File: src/rtl/core/kwm_pkg.sv
// ----------------------------------------------------------------------------
// kwm_pkg
// Shared types and constants of the k-way sorted merge: lane geometry,
// command and status codes, the lane pointer update bundle and the position step.
// ----------------------------------------------------------------------------
package kwm_pkg;

   // lane geometry
   localparam int LANES      = 8;
   localparam int LANE_DEPTH = 256;
   localparam int LANE_W     = 3;
   localparam int POS_W      = $clog2(LANE_DEPTH);
   localparam int CNT_W      = $clog2(LANE_DEPTH + 1);
   localparam int ADDR_W     = LANE_W + POS_W;
   localparam int STORE_DEPTH = LANES * LANE_DEPTH;

   // payload and register widths
   localparam int DATA_W = 32;
   localparam int CFG_W  = 4;
   localparam int CSR_AW = 3;
   localparam int CSR_DW = 32;

   // reset value of the lanes in use register
   localparam logic [CFG_W-1:0] LANES_RESET = CFG_W'(LANES);

   // command codes
   localparam logic CMD_PUSH = 1'b0;
   localparam logic CMD_POP  = 1'b1;

   // result status codes
   typedef enum logic [1:0] {
      STAT_OK    = 2'd0,
      STAT_EMPTY = 2'd1,
      STAT_FULL  = 2'd2,
      STAT_RANGE = 2'd3
   } kwm_status_type;

   // pointer update request towards the lane file
   typedef struct packed {
      logic              push;
      logic              pop;
      logic [LANE_W-1:0] lane;
   } kwm_upd_type;

   // circular position step within one lane
   function automatic logic [POS_W-1:0] next_pos(input logic [POS_W-1:0] pos);
      logic [POS_W-1:0] res;
      if (pos == POS_W'(LANE_DEPTH - 1)) begin
         res = '0;
      end else begin
         res = pos + 1'b1;
      end
      return res;
   endfunction

endpackage

File: src/rtl/core/kwm_lane_file.sv
// ----------------------------------------------------------------------------
// kwm_lane_file
// Per-lane head position, tail position and fill count, with one read lane
// and one push or pop update per cycle.
// ----------------------------------------------------------------------------
module kwm_lane_file (
   input  logic                       clock,
   input  logic                       reset,
   input  logic [kwm_pkg::LANE_W-1:0] rd_lane,
   input  kwm_pkg::kwm_upd_type       upd,
   output logic [kwm_pkg::POS_W-1:0]  rd_head,
   output logic [kwm_pkg::POS_W-1:0]  rd_tail,
   output logic [kwm_pkg::CNT_W-1:0]  rd_fill
);
   import kwm_pkg::*;

   logic [POS_W-1:0] head_ff [LANES];
   logic [POS_W-1:0] head_in [LANES];
   logic [POS_W-1:0] tail_ff [LANES];
   logic [POS_W-1:0] tail_in [LANES];
   logic [CNT_W-1:0] fill_ff [LANES];
   logic [CNT_W-1:0] fill_in [LANES];

   // read of the selected lane
   assign rd_head = head_ff[rd_lane];
   assign rd_tail = tail_ff[rd_lane];
   assign rd_fill = fill_ff[rd_lane];

   // push moves the tail, pop moves the head
   always_comb begin
      for (int i = 0; i < LANES; i++) begin
         head_in[i] = head_ff[i];
         tail_in[i] = tail_ff[i];
         fill_in[i] = fill_ff[i];
         if (upd.lane == LANE_W'(i)) begin
            if (upd.push) begin
               tail_in[i] = next_pos(tail_ff[i]);
               fill_in[i] = fill_ff[i] + 1'b1;
            end else if (upd.pop) begin
               head_in[i] = next_pos(head_ff[i]);
               fill_in[i] = fill_ff[i] - 1'b1;
            end
         end
      end
   end

   always_ff @(posedge clock) begin
      if (reset) begin
         for (int i = 0; i < LANES; i++) begin
            head_ff[i] <= '0;
            tail_ff[i] <= '0;
            fill_ff[i] <= '0;
         end
      end else begin
         for (int i = 0; i < LANES; i++) begin
            head_ff[i] <= head_in[i];
            tail_ff[i] <= tail_in[i];
            fill_ff[i] <= fill_in[i];
         end
      end
   end

   // never both operations at once
   a_one_update : assert property (@(posedge clock) disable iff (reset)
      !(upd.push && upd.pop))
      else $error("lane file push and pop in the same cycle");

   // counts stay within the lane depth
   a_fill_bound : assert property (@(posedge clock) disable iff (reset)
      rd_fill <= CNT_W'(LANE_DEPTH))
      else $error("lane fill count beyond depth");

   // tail runs ahead of head by exactly the fill count
   a_ptr_gap : assert property (@(posedge clock) disable iff (reset)
      POS_W'(rd_tail - rd_head) == POS_W'(rd_fill))
      else $error("lane pointers disagree with fill count");

endmodule

File: config.mk
export PLATFORM = sky130hd
export DESIGN_NAME = kwm_lane_file
export DESIGN_NICKNAME = d
export VERILOG_FILES = /design/src/rtl/core/kwm_pkg.sv /design/src/rtl/core/kwm_lane_file.sv
export SDC_FILE = /design/constraint.sdc
export NUM_CORES = 1
export LEC_CHECK = 0
export BUFFER_PORTS_ARGS = -buffer_cell sky130_fd_sc_hd__clkbuf_2
export CAP_MARGIN = 20
export CORE_MARGIN = 2
export CORE_UTILIZATION = 60
export DETAILED_ROUTE_END_ITERATION = 8
export GPL_TIMING_DRIVEN = 1
export HOLD_SLACK_MARGIN = 0.15
export PLACE_DENSITY = 0.88
export SYNTH_ARGS = -nofsm -noshare
export SYNTH_HDL_FRONTEND = slang
export SYNTH_SLANG_ARGS = --single-unit
File: constraint.sdc
create_clock -name clock -period 5.7 [get_ports clock]
set_clock_uncertainty 0.05 [all_clocks]
set_input_delay 0.285 -clock clock [delete_from_list [all_inputs] [get_ports clock]]
set_output_delay 0.285 -clock clock [all_outputs]
set_load 0.1 [all_outputs]
==> impl_metrics.ini <==
[global_route]
grt_use_total = 0.271
grt_start_max_net_pins = 90
grt_pass1_wl_um = 47200
grt.overflow.total = 0
grt_antenna_before_repair = 0
grt_pass1_vias = 9693

[floorplan]
initial_core_util = 0.615
coreArea_um2 = 19600
fp.dieH_um = 146
fp.dieW_um = 146
dieArea_um2 = 21200
placementRows = 51
io_pins = 35

[timing]
max_freq_ghz = 0.321
fin_crit_ns = 3.11
final-setup-viol-count = 0
setup_ws_ns = 2.59
tightest_slew_ns = 1.10
slew_violations = 0
slew_headroom = 0.270
hold_viol = 0
rsz0062_at_grt = no
period_share = 0.546
fin_setup_tns_ns = 0

[clocking]
cts-root-buf = clkbuf_16
clock_sinks = 200
numCtsBuffers = 17
clkTransAtPathRegs_ns = 0.07
postCtsResizedCells = 0
cts_tree = done
htreeDepth = 4
clk_path_buf_depth = 2
cts_setup_buffers = 0
insertion_delay_ns = 0.45
cts_hold_buf = 0

[drt]
routed_wirelength_um = 28300
vias_per_cell = 6.19
drtIter0Drc = 876
route.vias.total = 9744
post_drt_wl_per_cell_um = 18.0
antenna_left = 0
drc = 0
dr.pass1.iters = 7

[placement]
pre_cts_slack_ns = 2.17
hpwlAfterDp_um = 20000
gp_congestion = 0.874
placedInstanceArea_um2 = 12400
port_buffers = 34

[worst_setup_path]
crit_chain = clkbuf_2 -> inv_2 -> buf_4 -> ha_1 -> nor2b_1 -> o2111a_1 -> nor4b_1 -> a21oi_1 -> mux2i_1 -> mux2_2
crit_type = input pin to register
critPathLaunchType = input pin
end_kind = register
arrival_ns = 3.40
path_max_fanout = 32
slowest_stage = inv_2
r2r_start = fill_ff[5][0]
rr_worst_depth = 7
r2r_end = fill_ff[5][8]
crit_required_ns = 5.98
r2r_slack_ns = 3.18
slowest_delay_ns = 0.62

[cells_and_area]
diodes = 0
n_fill_cell = 1381
postLayoutCellArea_um2 = 13000
layout.nets = 1387
post-route-util = 0.666
drive_above_1_share = 0.133
syn_to_final_growth_pct = 8.34

[power_and_ir_drop]
peakVddDrop_mv = 0.249
power_frac_seq = 0.459
power.switching_uw = 810
combPwrFrac = 0.120
swShare = 0.257
clkPwrFrac = 0.421
power_density_nw_per_um2 = 242
leakage_nw = 5.02
p_int_mw = 2.34

[synthesis]
synth-simple-area-share = 0.175
synth_fa_ha_area_frac = 0.0881
synth_top_family_by_area = simple AND/OR/NAND/NOR gates
synth-seq-cells = 200
synth.distinct_cells = 51
ys_warn_count = 0
synth_edf_count = 0
synth_compound_area_frac = 0.112
ys.flop_type = dfxtp_1
synthMuxAreaShare = 0.160
synthXorXnorAreaFrac = 0.104
ys_seq_area_frac = 0.332
synth.net_count = 1367
postSynthAreaPerCell_um2 = 9.43
synthCells = 1277
async_reset_ff_frac = 0
netlist_area_um2 = 12000

[hold_path]
hold_depth = 2
hold_path.class = input pin to register
hold_end = fill_ff[3][3]
hold_start = reset

[job]
drv_cap = 0

[run_status]
status = finished clean
## metrics by stage
step | power [mW] | std cells | hold slack [ns]
6_report | 3.15 | 1575 | 0.295
5_1_grt | 3.25 | 1575 | 0.317
4_1_cts | 3.15 | 1574 | 0.295
3_5_place_dp | 1.85 | 1542 | 0.435
3_3_place_gp | 1.83 | 1542 | 0.419
2_1_floorplan | 1.78 | 1277 | 0.395
## routing by layer
metal,vias up,wire length [um],track usage
met2,359,14000,0.462
met1,4712,11800,0.333
met4,0,964,0.129
met5,-,0,0
li1,4587,-,-
met3,86,1650,0.0467
## power groups by stage
stage	registers (mW)	clock network [mW]	logic [mW]
after detailed placement	1.48	0	0.371
after CTS	1.45	1.33	0.376
after global placement	1.48	0	0.357
after global routing	1.45	1.39	0.414
final	1.45	1.33	0.380
after floorplan	1.47	0	0.307
## worst max-delay path by stage
stage                          start             to  slack [ns]  cells after the start
after floorplan               upd[4]  fill_ff[0][8]        2.32                      9
after global placement        upd[4]  fill_ff[0][8]        2.21                     10
after detailed placement      upd[4]  fill_ff[0][8]        2.17                     10
after CTS                 rd_lane[1]     rd_tail[0]        2.61                      5
after global routing          upd[4]  fill_ff[0][8]        2.40                     10
final                         upd[4]  fill_ff[0][8]        2.59                     10
## worst max-delay path: cells and delay by family
| kind | cells | cell delay, ns |
|---|---|---|
| AO/OA/AOI/OAI | 2 | 0.36 |
| multiplexers | 2 | 0.51 |
| AND/OR/NAND/NOR | 2 | 0.50 |
| buffers and inverters | 3 | 1.40 |
| adder cells (fa/ha/maj) | 1 | 0.33 |
## kinds of logic after synthesis
family / count (synthesis)
and+or+nand+nor: 433
AOI/OAI and AO/OA: 213
xor gates and xnor gates: 143
DFF: 200
muxes: 126
adders and majority gates: 80
buffers and inverters: 82
## synth_stat cells, types with 3 or more instances
cell | instances | share of area
nand2_1 | 74 | 0.023
o21bai_1 | 9 | 0.0056
a21o_1 | 8 | 0.0050
xor2_1 | 72 | 0.052
nor2_2 | 9 | 0.0047
clkbuf_1 | 22 | 0.0069
ha_1 | 72 | 0.075
a211oi_1 | 17 | 0.011
mux2_2 | 30 | 0.028
fa_1 | 8 | 0.013
nand3b_1 | 5 | 0.0031
nor2_1 | 209 | 0.065
mux4_2 | 50 | 0.093
nand3_1 | 16 | 0.0066
o21a_1 | 21 | 0.013
or3_1 | 30 | 0.016
o22ai_1 | 4 | 0.0021
o2111ai_1 | 4 | 0.0029
dfxtp_1 | 200 | 0.33
o21ai_0 | 55 | 0.023
and4_1 | 3 | 0.0022
nor2_8 | 4 | 0.0066
nand2b_1 | 6 | 0.0031
nor2b_1 | 14 | 0.0073
xnor2_1 | 71 | 0.052
o41ai_2 | 3 | 0.0041
nor3_1 | 10 | 0.0042
a41o_1 | 4 | 0.0033
mux2i_1 | 46 | 0.038
nand4_1 | 27 | 0.014
and3_1 | 15 | 0.0078
inv_1 | 45 | 0.014
a21oi_1 | 77 | 0.032
buf_2 | 10 | 0.0042
## sequential cells by signal, indices dropped and copies added (netlist names)
register  count
tail_ff      64
head_ff      64
fill_ff      72
## cells in the final DEF, fill, tap and decap left out, types with 44 or more instances in the layout
master	instances
a21oi_1	77
dfxtp_1	200
xor2_1	72
mux2i_1	46
nand2_1	74
o21ai_0	55
inv_1	44
ha_1	72
nor2_1	209
xnor2_1	71
mux4_2	50
## area by class of cell
type                            instances  area [um^2]  share of cell area
Multi-Input combinational cell        995         7700               0.590
Sequential cell                       200         4000               0.307
Clock buffer                           22          474              0.0363
Tap cell                              265          332              0.0254
Timing Repair Buffer                   38          205              0.0157
Inverter                               45          169              0.0129
Clock inverter                         10          164              0.0126
(Power assumes the default switching activity.)
